File: src/rtl/dsd_pkg.sv
// shared types, constants and the segment table of the decimal chain driver
// no dependencies
package dsd_pkg;

    localparam int CHAIN_LEN = 9;

    typedef logic [3:0] code_t;
    typedef code_t [CHAIN_LEN-1:0] codes_t;
    typedef logic [3:0] pos_t;
    typedef logic [7:0] seg_t;

    localparam code_t BLANK_CODE  = 4'd10;
    localparam code_t NEVER_SHOWN = 4'd15;
    localparam pos_t  FIRST_POS   = 4'd0;
    localparam pos_t  LAST_POS    = 4'd8;

    // reciprocal constants: floor(x / d) == (x * k) >> s over each value range used
    localparam logic [23:0] K_DIV_100000 = 24'd10995117;   // s = 40, x < 2^23
    localparam logic [10:0] K_DIV_100_L  = 11'd1311;       // s = 17, x < 2^11
    localparam logic [16:0] K_DIV_10000  = 17'd107375;     // s = 30, x < 100000
    localparam logic [17:0] K_DIV_1000   = 18'd134218;     // s = 27, x < 100000
    localparam logic [17:0] K_DIV_100    = 18'd167773;     // s = 24, x < 100000
    localparam logic [16:0] K_DIV_10     = 17'd104858;     // s = 20, x < 100000

    localparam logic [16:0] MASS_WRAP  = 17'd100000;
    localparam logic [10:0] LEN_1000   = 11'd1000;
    localparam logic [10:0] LEN_2000   = 11'd2000;
    localparam logic [6:0]  LEN_100    = 7'd100;

    // register map
    localparam logic REG_SHORT_MODE = 1'b0;

    function automatic seg_t seg_of(input code_t code);
        seg_t seg;
        unique case (code)
            4'd0:    seg = 8'h3F;
            4'd1:    seg = 8'h05;
            4'd2:    seg = 8'h5B;
            4'd3:    seg = 8'h4F;
            4'd4:    seg = 8'h65;
            4'd5:    seg = 8'h6E;
            4'd6:    seg = 8'h7E;
            4'd7:    seg = 8'h07;
            4'd8:    seg = 8'h7F;
            4'd9:    seg = 8'h6F;
            default: seg = 8'h00;
        endcase
        return seg;
    endfunction

endpackage

File: src/rtl/dsd_conv.sv
// conversion pipeline: clamps the inputs and splits them into nine digit codes
// with leading-zero and hidden-field blanking; depends on dsd_pkg
module dsd_conv
    import dsd_pkg::*;
(
    input  logic         clk,
    input  logic         rst_n,
    input  logic         in_valid,
    output logic         in_stall,
    input  logic [11:0]  length_value,
    input  logic [23:0]  mass_value,
    input  logic         show_length,
    input  logic         show_mass,
    input  logic         short_length_mode,
    output logic         codes_valid,
    input  logic         codes_take,
    output codes_t       codes
);

    logic v0_reg, v1_reg, v2_reg, v3_reg, v4_reg;
    logic rdy0, rdy1, rdy2, rdy3, rdy4;

    // stage 0: input register
    logic [11:0] len0_reg;
    logic [23:0] mass0_reg;
    logic        sl0_reg, sm0_reg, mode0_reg;

    // stage 1
    logic [22:0] mc1_reg;
    logic [6:0]  mq1_reg;
    logic [10:0] lc1_reg;
    logic [4:0]  lq1_reg;
    logic        sl1_reg, sm1_reg, mode1_reg;

    // stage 2
    logic [16:0] mr2_reg;
    logic [9:0]  lm2_reg;
    logic        sl2_reg, sm2_reg, mode2_reg;

    // stage 3
    logic [16:0] mr3_reg;
    logic [3:0]  q4_3_reg;
    logic [6:0]  q3_3_reg;
    logic [9:0]  q2_3_reg;
    logic [13:0] q1_3_reg;
    logic [9:0]  lm3_reg;
    logic [3:0]  hq3_reg;
    logic [6:0]  tq3_reg;
    logic        sl3_reg, sm3_reg, mode3_reg;

    // stage 4
    codes_t codes4_reg;

    assign rdy4 = !v4_reg || codes_take;
    assign rdy3 = !v3_reg || rdy4;
    assign rdy2 = !v2_reg || rdy3;
    assign rdy1 = !v1_reg || rdy2;
    assign rdy0 = !v0_reg || rdy1;
    assign in_stall    = !rdy0;
    assign codes_valid = v4_reg;
    assign codes       = codes4_reg;

    always_ff @(posedge clk or negedge rst_n)
    begin
        if (!rst_n)
        begin
            v0_reg <= 1'b0;
            v1_reg <= 1'b0;
            v2_reg <= 1'b0;
            v3_reg <= 1'b0;
            v4_reg <= 1'b0;
        end
        else
        begin
            if (rdy0) v0_reg <= in_valid;
            if (rdy1) v1_reg <= v0_reg;
            if (rdy2) v2_reg <= v1_reg;
            if (rdy3) v3_reg <= v2_reg;
            if (rdy4) v4_reg <= v3_reg;
        end
    end

    // stage 0 -> 1: clamp, mass quotient by 100000, length quotient by 100
    logic [22:0] mc_c;
    logic [10:0] lc_c;
    logic [46:0] mprod_c;
    logic [21:0] lprod_c;

    always_comb
    begin
        mc_c    = mass0_reg[23] ? 23'd0 : mass0_reg[22:0];
        lc_c    = len0_reg[11] ? 11'd0 : len0_reg[10:0];
        mprod_c = 47'(mc_c) * 47'(K_DIV_100000);
        lprod_c = 22'(lc_c) * 22'(K_DIV_100_L);
    end

    // stage 1 -> 2: mass mod 100000, length mod 100 or 1000 by mode
    logic [23:0] msub_c;
    logic [11:0] lsub_c;
    logic [10:0] lm1000_c;
    logic [9:0]  lm_c;

    always_comb
    begin
        msub_c = 24'(mq1_reg) * 24'(MASS_WRAP);
        lsub_c = 12'(lq1_reg) * 12'(LEN_100);
        priority if (lc1_reg >= LEN_2000)
            lm1000_c = lc1_reg - LEN_2000;
        else if (lc1_reg >= LEN_1000)
            lm1000_c = lc1_reg - LEN_1000;
        else
            lm1000_c = lc1_reg;
        if (mode1_reg)
            lm_c = lm1000_c[9:0];
        else
            lm_c = 10'(12'(lc1_reg) - lsub_c);
    end

    // stage 2 -> 3: decimal quotients of the mass and length remainders
    logic [33:0] p4_c;
    logic [34:0] p3_c;
    logic [34:0] p2_c;
    logic [33:0] p1_c;
    logic [27:0] ph_c;
    logic [26:0] pt_c;

    always_comb
    begin
        p4_c = 34'(mr2_reg) * 34'(K_DIV_10000);
        p3_c = 35'(mr2_reg) * 35'(K_DIV_1000);
        p2_c = 35'(mr2_reg) * 35'(K_DIV_100);
        p1_c = 34'(mr2_reg) * 34'(K_DIV_10);
        ph_c = 28'(lm2_reg) * 28'(K_DIV_100);
        pt_c = 27'(lm2_reg) * 27'(K_DIV_10);
    end

    // stage 3 -> 4: digits, blanking
    logic [3:0] d4, d3, d2, d1, d0;
    logic [3:0] lh, lt, lu;
    codes_t     codes_c;

    always_comb
    begin
        d4 = q4_3_reg;
        d3 = 4'(q3_3_reg - 7'(q4_3_reg) * 7'd10);
        d2 = 4'(q2_3_reg - 10'(q3_3_reg) * 10'd10);
        d1 = 4'(q1_3_reg - 14'(q2_3_reg) * 14'd10);
        d0 = 4'(mr3_reg - 17'(q1_3_reg) * 17'd10);
        lh = hq3_reg;
        lt = 4'(tq3_reg - 7'(hq3_reg) * 7'd10);
        lu = 4'(lm3_reg - 10'(tq3_reg) * 10'd10);

        if (!sl3_reg)
        begin
            codes_c[0] = BLANK_CODE;
            codes_c[1] = BLANK_CODE;
            codes_c[2] = BLANK_CODE;
        end
        else if (mode3_reg)
        begin
            codes_c[0] = (lh == 4'd0) ? BLANK_CODE : lh;
            codes_c[1] = (lh == 4'd0 && lt == 4'd0) ? BLANK_CODE : lt;
            codes_c[2] = lu;
        end
        else
        begin
            // scaled by ten: remainder below 100, so the hundreds digit drops out
            codes_c[0] = (lt == 4'd0) ? BLANK_CODE : lt;
            codes_c[1] = lu;
            codes_c[2] = 4'd0;
        end

        if (!sm3_reg)
        begin
            for (int i = 3; i < CHAIN_LEN; i++)
                codes_c[i] = BLANK_CODE;
        end
        else
        begin
            codes_c[3] = (d4 == 4'd0) ? BLANK_CODE : d4;
            codes_c[4] = (d4 == 4'd0 && d3 == 4'd0) ? BLANK_CODE : d3;
            codes_c[5] = (d4 == 4'd0 && d3 == 4'd0 && d2 == 4'd0) ? BLANK_CODE : d2;
            codes_c[6] = (d4 == 4'd0 && d3 == 4'd0 && d2 == 4'd0 && d1 == 4'd0)
                       ? BLANK_CODE : d1;
            codes_c[7] = d0;
            codes_c[8] = 4'd0;
        end
    end

    always_ff @(posedge clk)
    begin
        if (rdy0)
        begin
            len0_reg  <= length_value;
            mass0_reg <= mass_value;
            sl0_reg   <= show_length;
            sm0_reg   <= show_mass;
            mode0_reg <= short_length_mode;
        end
        if (rdy1)
        begin
            mc1_reg   <= mc_c;
            mq1_reg   <= mprod_c[46:40];
            lc1_reg   <= lc_c;
            lq1_reg   <= lprod_c[21:17];
            sl1_reg   <= sl0_reg;
            sm1_reg   <= sm0_reg;
            mode1_reg <= mode0_reg;
        end
        if (rdy2)
        begin
            mr2_reg   <= 17'(mc1_reg - 23'(msub_c));
            lm2_reg   <= lm_c;
            sl2_reg   <= sl1_reg;
            sm2_reg   <= sm1_reg;
            mode2_reg <= mode1_reg;
        end
        if (rdy3)
        begin
            mr3_reg   <= mr2_reg;
            q4_3_reg  <= p4_c[33:30];
            q3_3_reg  <= p3_c[33:27];
            q2_3_reg  <= p2_c[33:24];
            q1_3_reg  <= p1_c[33:20];
            lm3_reg   <= lm2_reg;
            hq3_reg   <= ph_c[27:24];
            tq3_reg   <= pt_c[26:20];
            sl3_reg   <= sl2_reg;
            sm3_reg   <= sm2_reg;
            mode3_reg <= mode2_reg;
        end
        if (rdy4)
            codes4_reg <= codes_c;
    end

endmodule

File: src/rtl/dsd_ser.sv
// change detection against the last shown pattern and the nine-beat byte serializer
// depends on dsd_pkg
module dsd_ser
    import dsd_pkg::*;
(
    input  logic         clk,
    input  logic         rst_n,
    input  logic         codes_valid,
    output logic         codes_take,
    input  codes_t       codes,
    output logic         out_valid,
    input  logic         out_stall,
    output logic [7:0]   segment_byte,
    output logic [3:0]   digit_position,
    output logic         last_byte
);

    codes_t shown_reg;
    seg_t   seg_reg [CHAIN_LEN];
    pos_t   pos_reg, pos_next;
    logic   busy_reg, busy_next;
    logic   changed, free, load;

    always_comb
    begin
        changed = 1'b0;
        for (int i = 0; i < CHAIN_LEN; i++)
            if (codes[i] != shown_reg[i])
                changed = 1'b1;
    end

    // the next pattern may follow the ninth beat with no gap
    assign free       = !busy_reg || (pos_reg == LAST_POS && !out_stall);
    assign codes_take = !changed || free;
    assign load       = codes_valid && changed && free;

    always_comb
    begin
        busy_next = busy_reg;
        pos_next  = pos_reg;
        if (load)
        begin
            busy_next = 1'b1;
            pos_next  = FIRST_POS;
        end
        else if (busy_reg && !out_stall)
        begin
            if (pos_reg == LAST_POS)
                busy_next = 1'b0;
            else
                pos_next = pos_reg + 4'd1;
        end
    end

    always_ff @(posedge clk or negedge rst_n)
    begin
        if (!rst_n)
        begin
            busy_reg <= 1'b0;
            pos_reg  <= FIRST_POS;
            for (int i = 0; i < CHAIN_LEN; i++)
                shown_reg[i] <= NEVER_SHOWN;
        end
        else
        begin
            busy_reg <= busy_next;
            pos_reg  <= pos_next;
            if (load)
                shown_reg <= codes;
        end
    end

    always_ff @(posedge clk)
    begin
        if (load)
            for (int i = 0; i < CHAIN_LEN; i++)
                seg_reg[i] <= seg_of(codes[i]);
    end

    assign out_valid      = busy_reg;
    assign segment_byte   = seg_reg[pos_reg];
    assign digit_position = pos_reg;
    assign last_byte      = (pos_reg == LAST_POS);

endmodule

File: src/rtl/decimal_seven_segment_chain_driver_top.sv
// throughput: one input beat per cycle while in_stall is low, into a five-stage conversion
// pipeline; an update that changes the display goes out as nine segment bytes from the
// byte serializer, an unchanged update is taken with no output
// reset: short mode off, pipeline empty, shown pattern set to never shown
// depends on dsd_pkg, dsd_conv and dsd_ser
module decimal_seven_segment_chain_driver_top
    import dsd_pkg::*;
(
    input  logic         clk,
    input  logic         rst_n,
    // config port
    input  logic         psel,
    input  logic         penable,
    input  logic         pwrite,
    input  logic [2:0]   paddr,
    input  logic [31:0]  pwdata,
    output logic [31:0]  prdata,
    output logic         pready,
    // input channel
    input  logic         in_valid,
    output logic         in_stall,
    input  logic [11:0]  length_value,
    input  logic [23:0]  mass_value,
    input  logic         show_length,
    input  logic         show_mass,
    // result channel
    output logic         out_valid,
    input  logic         out_stall,
    output logic [7:0]   segment_byte,
    output logic [3:0]   digit_position,
    output logic         last_byte
);

    logic   mode_reg;
    logic   codes_valid;
    logic   codes_take;
    codes_t codes;

    // single register at word 0; paddr[2] picks the word, writes elsewhere are dropped
    assign pready = 1'b1;

    always_ff @(posedge clk or negedge rst_n)
    begin
        if (!rst_n)
            mode_reg <= 1'b0;
        else if (psel && penable && pwrite && paddr[2] == REG_SHORT_MODE)
            mode_reg <= pwdata[0];
    end

    always_comb
    begin
        prdata = 32'd0;
        if (paddr[2] == REG_SHORT_MODE)
            prdata[0] = mode_reg;
    end

    // clamp and decimal split, one stage per multiply level
    dsd_conv u_conv (
        .clk               (clk),
        .rst_n             (rst_n),
        .in_valid          (in_valid),
        .in_stall          (in_stall),
        .length_value      (length_value),
        .mass_value        (mass_value),
        .show_length       (show_length),
        .show_mass         (show_mass),
        .short_length_mode (mode_reg),
        .codes_valid       (codes_valid),
        .codes_take        (codes_take),
        .codes             (codes)
    );

    // compare against the last shown pattern, then shift out nine beats
    dsd_ser u_ser (
        .clk            (clk),
        .rst_n          (rst_n),
        .codes_valid    (codes_valid),
        .codes_take     (codes_take),
        .codes          (codes),
        .out_valid      (out_valid),
        .out_stall      (out_stall),
        .segment_byte   (segment_byte),
        .digit_position (digit_position),
        .last_byte      (last_byte)
    );

endmodule
File: config.mk
export PLATFORM = sky130hd
export DESIGN_NAME = decimal_seven_segment_chain_driver_top
export DESIGN_NICKNAME = d
export VERILOG_FILES = /design/src/rtl/dsd_pkg.sv /design/src/rtl/dsd_conv.sv /design/src/rtl/dsd_ser.sv /design/src/rtl/decimal_seven_segment_chain_driver_top.sv
export SDC_FILE = /design/constraint.sdc
export NUM_CORES = 2
export LEC_CHECK = 0
export BUFFER_PORTS_ARGS = -buffer_cell sky130_fd_sc_hd__clkbuf_2
export CELL_PAD_IN_SITES_DETAIL_PLACEMENT = 0
export CELL_PAD_IN_SITES_GLOBAL_PLACEMENT = 1
export CORE_ASPECT_RATIO = 2
export CORE_MARGIN = 2
export CORE_UTILIZATION = 50
export DETAILED_ROUTE_END_ITERATION = 12
export PLACE_DENSITY_LB_ADDON = 0.2
export SYNTH_ARGS = -nofsm -noshare
export SYNTH_HDL_FRONTEND = slang
export SYNTH_SLANG_ARGS = --single-unit
File: constraint.sdc
create_clock -name clk -period 15.11 [get_ports clk]
set_input_delay 1.511 -clock clk [delete_from_list [all_inputs] [get_ports clk]]
set_output_delay 1.511 -clock clk [all_outputs]
set_load 0.01 [all_outputs]
# --- After elaboration in Yosys (flattened, before gate mapping) ---
# Memories as Yosys holds them, arrays and structs flattened. A register that Yosys moved wholly into a read port is not among the register bits.
# Cells that the tools add are included.
classes:
  n_mux: 56
  add_sub_neg: 11
  n_lt_le_gt_ge: 2
  multipliers: 16
  eq_ne: 11
  bitwise: 2
  n_reduce_logical: 42
op_table:
  columns: ["op", "n"]
  rows:
  - ["4-bit 2-to-1 mux", 25]
  - ["8-bit 2-to-1 mux", 9]
  - ["23-bit by 24-bit multiplier with 47-bit output (second input constant)", 1]
  - ["4-bit != test", 9]
  - ["17-bit by 17-bit multiplier with 34-bit output (second input constant)", 1]
  - ["17-bit by 18-bit multiplier with 34-bit output (second input constant)", 1]
  - ["17-bit by 16-bit multiplier with 33-bit output (second input constant)", 1]
  - ["17-bit by 17-bit multiplier with 33-bit output (second input constant)", 1]
  - ["10-bit 2-to-1 mux", 3]
  - ["10-bit by 18-bit multiplier with 28-bit output (second input constant)", 1]
  - ["10-bit by 16-bit multiplier with 26-bit output (second input constant)", 1]
  - ["4-bit zero test", 6]
  - ["24-bit 2-to-1 mux", 1]
  - ["4-bit subtractor", 6]
  - ["23-bit 2-to-1 mux", 1]
  - ["11-bit by 11-bit multiplier with 22-bit output (second input constant)", 1]
  - ["10-bit subtractor (second input constant)", 2]
  - ["17-bit subtractor", 1]
  - ["1-bit 2-to-1 mux", 15]
  - ["14-bit by 3-bit multiplier with 3-bit output (second input constant)", 1]
  - ["7-bit by 3-bit multiplier with 3-bit output (second input constant)", 2]
  - ["7-bit by 12-bit multiplier with 12-bit output (second input constant)", 1]
  - ["12-bit 2-to-1 mux", 1]
  - ["11-bit by 10-bit >= comparator with 1-bit output (second input constant)", 1]
  - ["other kinds (16)", 48]
word_totals:
  out_inout_bits: 48
  rom_bits: 1008
  ram_bits: 72
  elab_cells: 205
  mem_count: 10
  inputBits: 80
  regBits: 252
memory_table:
  columns: ["name", "words", "width", "rd", "rd_ports_with_merged_regs", "wr", "line", "rtl"]
  rows:
  - ["(name not given)", 16, 7, 1, 1, 0, "dsd_pkg.sv:35", "unique case (code)"]
  - ["(name not given)", 16, 7, 1, 1, 0, "dsd_pkg.sv:35", null]
  - ["(name not given)", 16, 7, 1, 0, 0, "dsd_pkg.sv:35", null]
  - ["(name not given)", 16, 7, 1, 1, 0, "dsd_pkg.sv:35", null]
  - ["(name not given)", 16, 7, 1, 1, 0, "dsd_pkg.sv:35", null]
  - ["(name not given)", 16, 7, 1, 1, 0, "dsd_pkg.sv:35", null]
  - ["+4 memories", null, null, null, null, null, null, null]

# --- Logic depth before layout (Yosys ltp) ---
logic_depth:
  depth_word: 18
  ltp_mapped: 26
  ltp_nobuf: 24

# --- Cells and area by module ---
# Synthesis repeated with hierarchy kept, for this count alone.
hier_totals:
  cells_unflattened: 4211
  area_unflattened_um2: 45940.3
by_module_without_submodules:
  columns: ["module", "seq_area_each_um2", "area_each_um2", "n_inst", "cells_per_inst"]
  rows:
  - ["dsd_conv", 5530.3, 39382.8, 1, 3656]
  - ["dsd_ser", 2962.8, 6256.0, 1, 517]
  - ["decimal_seven_segment_chain_driver_top", 25.0, 301.5, 1, 38]

# --- Worst setup path after synthesis ---
# Ideal clock, no wire load.
synth_path:
  kind: "flip-flop to flip-flop"
  from: "reg u_conv.mass0_reg[23]"
  to: "reg u_conv.mq1_reg[0], data pin"
  stages_incl_launch_ff: 24
  t_arrival_ns: 6.482
  path_buffers: 2
  t_required_ns: 14.849
  setup_slack_ns: 8.366
  period_less_slack_ns: 6.744
  setup_time_ns: 0.261
  cell_sequence: "edfxtp_1 clkbuf_1 clkbuf_1 nor2b_1 ha_1 inv_1 fa_1 inv_1 fa_1 fa_1 fa_1 fa_1 inv_1 fa_1 inv_1 ha_1 a21o_1 a21oi_1 o21ai_0 a2111oi_0 o21bai_1 a311o_1 nor3_1 a211oi_1"
synth_via:
  elab_chain_cells: 2
synth_lines:
  columns: ["item", "line", "rtl"]
  rows:
  - ["from (decl)", "dsd_conv.sv:25", "logic [23:0] mass0_reg;"]
  - ["from (signal assigned)", "dsd_conv.sv:195", "mass0_reg <= mass_value;"]
  - ["23-bit 2-to-1 mux", "dsd_conv.sv:91", "mc_c = mass0_reg[23] ? 23'd0 : mass0_reg[22:0];"]
  - ["via u_conv.mc_c[7]", "dsd_conv.sv:84", "logic [22:0] mc_c;"]
  - ["23-bit by 24-bit multiplier with 47-bit output", "dsd_conv.sv:93", "mprod_c = 47'(mc_c) * 47'(K_DIV_100000);"]
  - ["via u_conv.mprod_c[40]", "dsd_conv.sv:86", "logic [46:0] mprod_c;"]
  - ["to (signal assigned)", "dsd_conv.sv:203", "mq1_reg <= mprod_c[46:40];"]
  - ["to (decl)", "dsd_conv.sv:30", "logic [6:0] mq1_reg;"]
# The timed path passes the listed nets, and every way through them passes these cells.
# A chain may end at the register's enable or synchronous reset.

# --- Final worst setup path ---
layout_path:
  from: "reg u_conv.mass0_reg[23]"
  to: "reg u_conv.mq1_reg[5], data pin"
# Same word-level chain as after synthesis.

==> run summary <==
Syn Inst Count = 4234
Crit Path Category = register to register
# nets final = 6036
Worst EP required = 15.45 ns
Max-Cap Viols = 0
Met3 Use GR = 2.206%
Min Hold Slack = 0.3803 ns
Crit. Startpoint = u_conv.mass0_reg[23]
Synth top area share = 28.79%
R2R depth = 23
Fin. max-slew vios = 0
Cell count of the worst hold path = 0
First-pass GRT wire length = 175.7 mm
GRT overflow = 0
Fillcell total = 8317
Via Count = 29144
Ys async rst share = 13.47%
Count leader, synth = inv_1
Placed cell count = 5495
Max transition margin = 15.80%
Fmax = 0.1255 GHz
Initial core utilization = 50.55%
CTS tree = yes
Row count = 158
Min Tclk post-route = 7.971 ns
Reg2reg start = u_conv.mass0_reg[23]
Worst skew pair latency = 0.60 ns
Die width = 220.5 um
Post-DRT Antenna Nets = 0
Antenna diode count = 0
Synth Area per Inst = 11.07 um^2
GRT Overall Usage = 24.27%
Met1 usage = 22.23%
Post-CTS setup buffer count = 0
CTS Buffer Depth = 3
Yosys reg bits = 334
CTS Hold Bufs = 0
Final Hold Fails = 0
Layout Cells excl Fill = 5559
Residual DRC = 0
Full die area = 96350 um^2
R2R Setup Slk = 7.14 ns
Vias per inst = 5.243
Placer Congestion = 0.9487
Crit path cell chain = buf_4, nand2b_1, inv_1, ha_1, inv_1, fa_1, fa_1, inv_1, ha_1, ha_1, inv_1, fa_1, inv_1, fa_1, ha_1, and3_1, a22o_1, a2111oi_1, nor3_1, o211ai_1, nand3b_1, a21oi_1, xnor2_1
Ys Warns = 0
Post-synth EDFFs = 238
Clock Sinks = 334
DP Area = 48650 um^2
Post-synth top cells = inv_1 (1112), ha_1 (950), fa_1 (674), edfxtp_1 (238), nor2_1 (100)
Setup TNS = 0 ns
Synthesized area = 46870 um^2
Worst slew pin tran = 1.260 ns
Port-buffer cells = 61
Core Box Area = 92720 um^2
Register area share after synthesis = 19.92%
CP max stage delay = 1.09 ns
Pin count of the biggest net entering global routing = 55
Total CTS buffers = 35
Post-CTS Resized = 0
Register Area = 9336 um^2
Drt total wl = 110.1 mm
CP startpoint kind = register
Most repeated library cell on the critical path = inv_1
Clock Skew = 0.04282 ns
Worst-path clk slew = 0.07 ns
Die height = 437.0 um
Number of top-level pins = 128
Yosys top cell by area = fa_1
Multi-input logic area = 33070 um^2
Synth area leaders = fa_1 (29%), ha_1 (25%), edfxtp_1 (15%)
CP max stage cell = a2111oi_1
H-tree depth = 2
Period Utilization, post-route = 52.75%
Synth Flop Type = edfxtp_1
Starting DRT DRC Count = 929
R2r endpoint = u_conv.mq1_reg[5]
Critical Path AT = 8.31 ns
DR WL/cell = 19.80 um
Status = finished, final reports clean
HPWL after DPL = 96.07 mm
Clock Tree Root = clkbuf_16
Share of cells above drive strength 1 = 6.584%
Number of global-route vias before repair = 32695
Drt pass-1 iters = 5
Synthesis-to-finish area growth = 6.332%
# setup viols final = 0
Hold crit path type = register to register
Critical Path Sink Type = register
Busiest metal layer after global routing = met2
Met2 GRT Util = 49.76%
Distinct cell type count of the synthesized netlist = 83
RSZ-0062 raised after global routing = no
Largest fanout on the critical path = 30
Final instance area = 49840 um^2
Crit path to = u_conv.mq1_reg[5]
Antenna violations before repair = 0
## area by class of cell
type	instances	area share (%)
well taps	1200	3.013
flip-flops and latches	334	18.73
repair buffers	96	1.140
inverters	1112	8.375
multi-input cells	2753	66.35
clock buffers	37	1.815
clock inverters	27	0.5699
## per-layer routing
metal / wire (um) / vias to the layer above
met1: 34560 / 14575
met3: 2488 / 283
li1: - / 13794
met5: 0 / -
met4: 7654 / 0
met2: 65350 / 492
## critical path, delay by kind of cell, from the launching register on
kind            cells  cell delay [ns]
fa+ha+maj           8             3.47
compound gates      4             1.92
buf+inv             6             0.96
simple gates        4             0.94
flops               1             0.36
xor+xnor            1             0.08
## per-stage QoR
stage / setup WS [ns] / util, %
after floorplan: 8.366 / -
after global placement: 7.238 / 52.47
after detailed placement: 7.192 / 52.47
after CTS: 7.189 / 53.75
after global routing: 6.981 / 53.75
final: 7.139 / 53.75
## kinds of logic (layout without fill, tap and decap cells)
logic type / count (synthesis) / after routing / share of synthesized area (%)
buf+inv: 1178 / 1272 / 9.818
other cells: 2 / 33 / 0.01602
flops: 334 / 334 / 19.92
compound gates: 392 / 392 / 5.481
fa+ha+maj: 1624 / 1624 / 54.15
xor+xnor: 162 / 162 / 3.027
simple gates: 448 / 448 / 4.858
mux: 94 / 94 / 2.731
## layout by cell type (no fill, tap or decap), types with 55 or more instances in the layout
| master | n |
|---|---|
| a21oi_1 | 96 |
| edfxtp_1 | 238 |
| clkbuf_2 | 61 |
| xor2_1 | 65 |
| fa_1 | 674 |
| nor2_1 | 99 |
| inv_1 | 1112 |
| o21ai_0 | 77 |
| nand2_1 | 94 |
| nor2b_1 | 55 |
| xnor2_1 | 97 |
| ha_1 | 950 |
## worst min path at each step
stage	startpoint	endpoint	slack, ns
2_1_floorplan	register	u_ser.seg_reg[0][0]	0.39
3_3_place_gp	register	u_ser.seg_reg[6][6]	0.39
3_5_place_dp	register	u_ser.seg_reg[0][0]	0.39
4_1_cts	register	u_ser.seg_reg[4][5]	0.38
5_1_grt	register	u_ser.seg_reg[7][4]	0.40
6_report	register	u_ser.seg_reg[4][5]	0.38
Power is not shown: default switching activity piles up to over one toggle a cycle in this logic, so the estimate is an artifact.
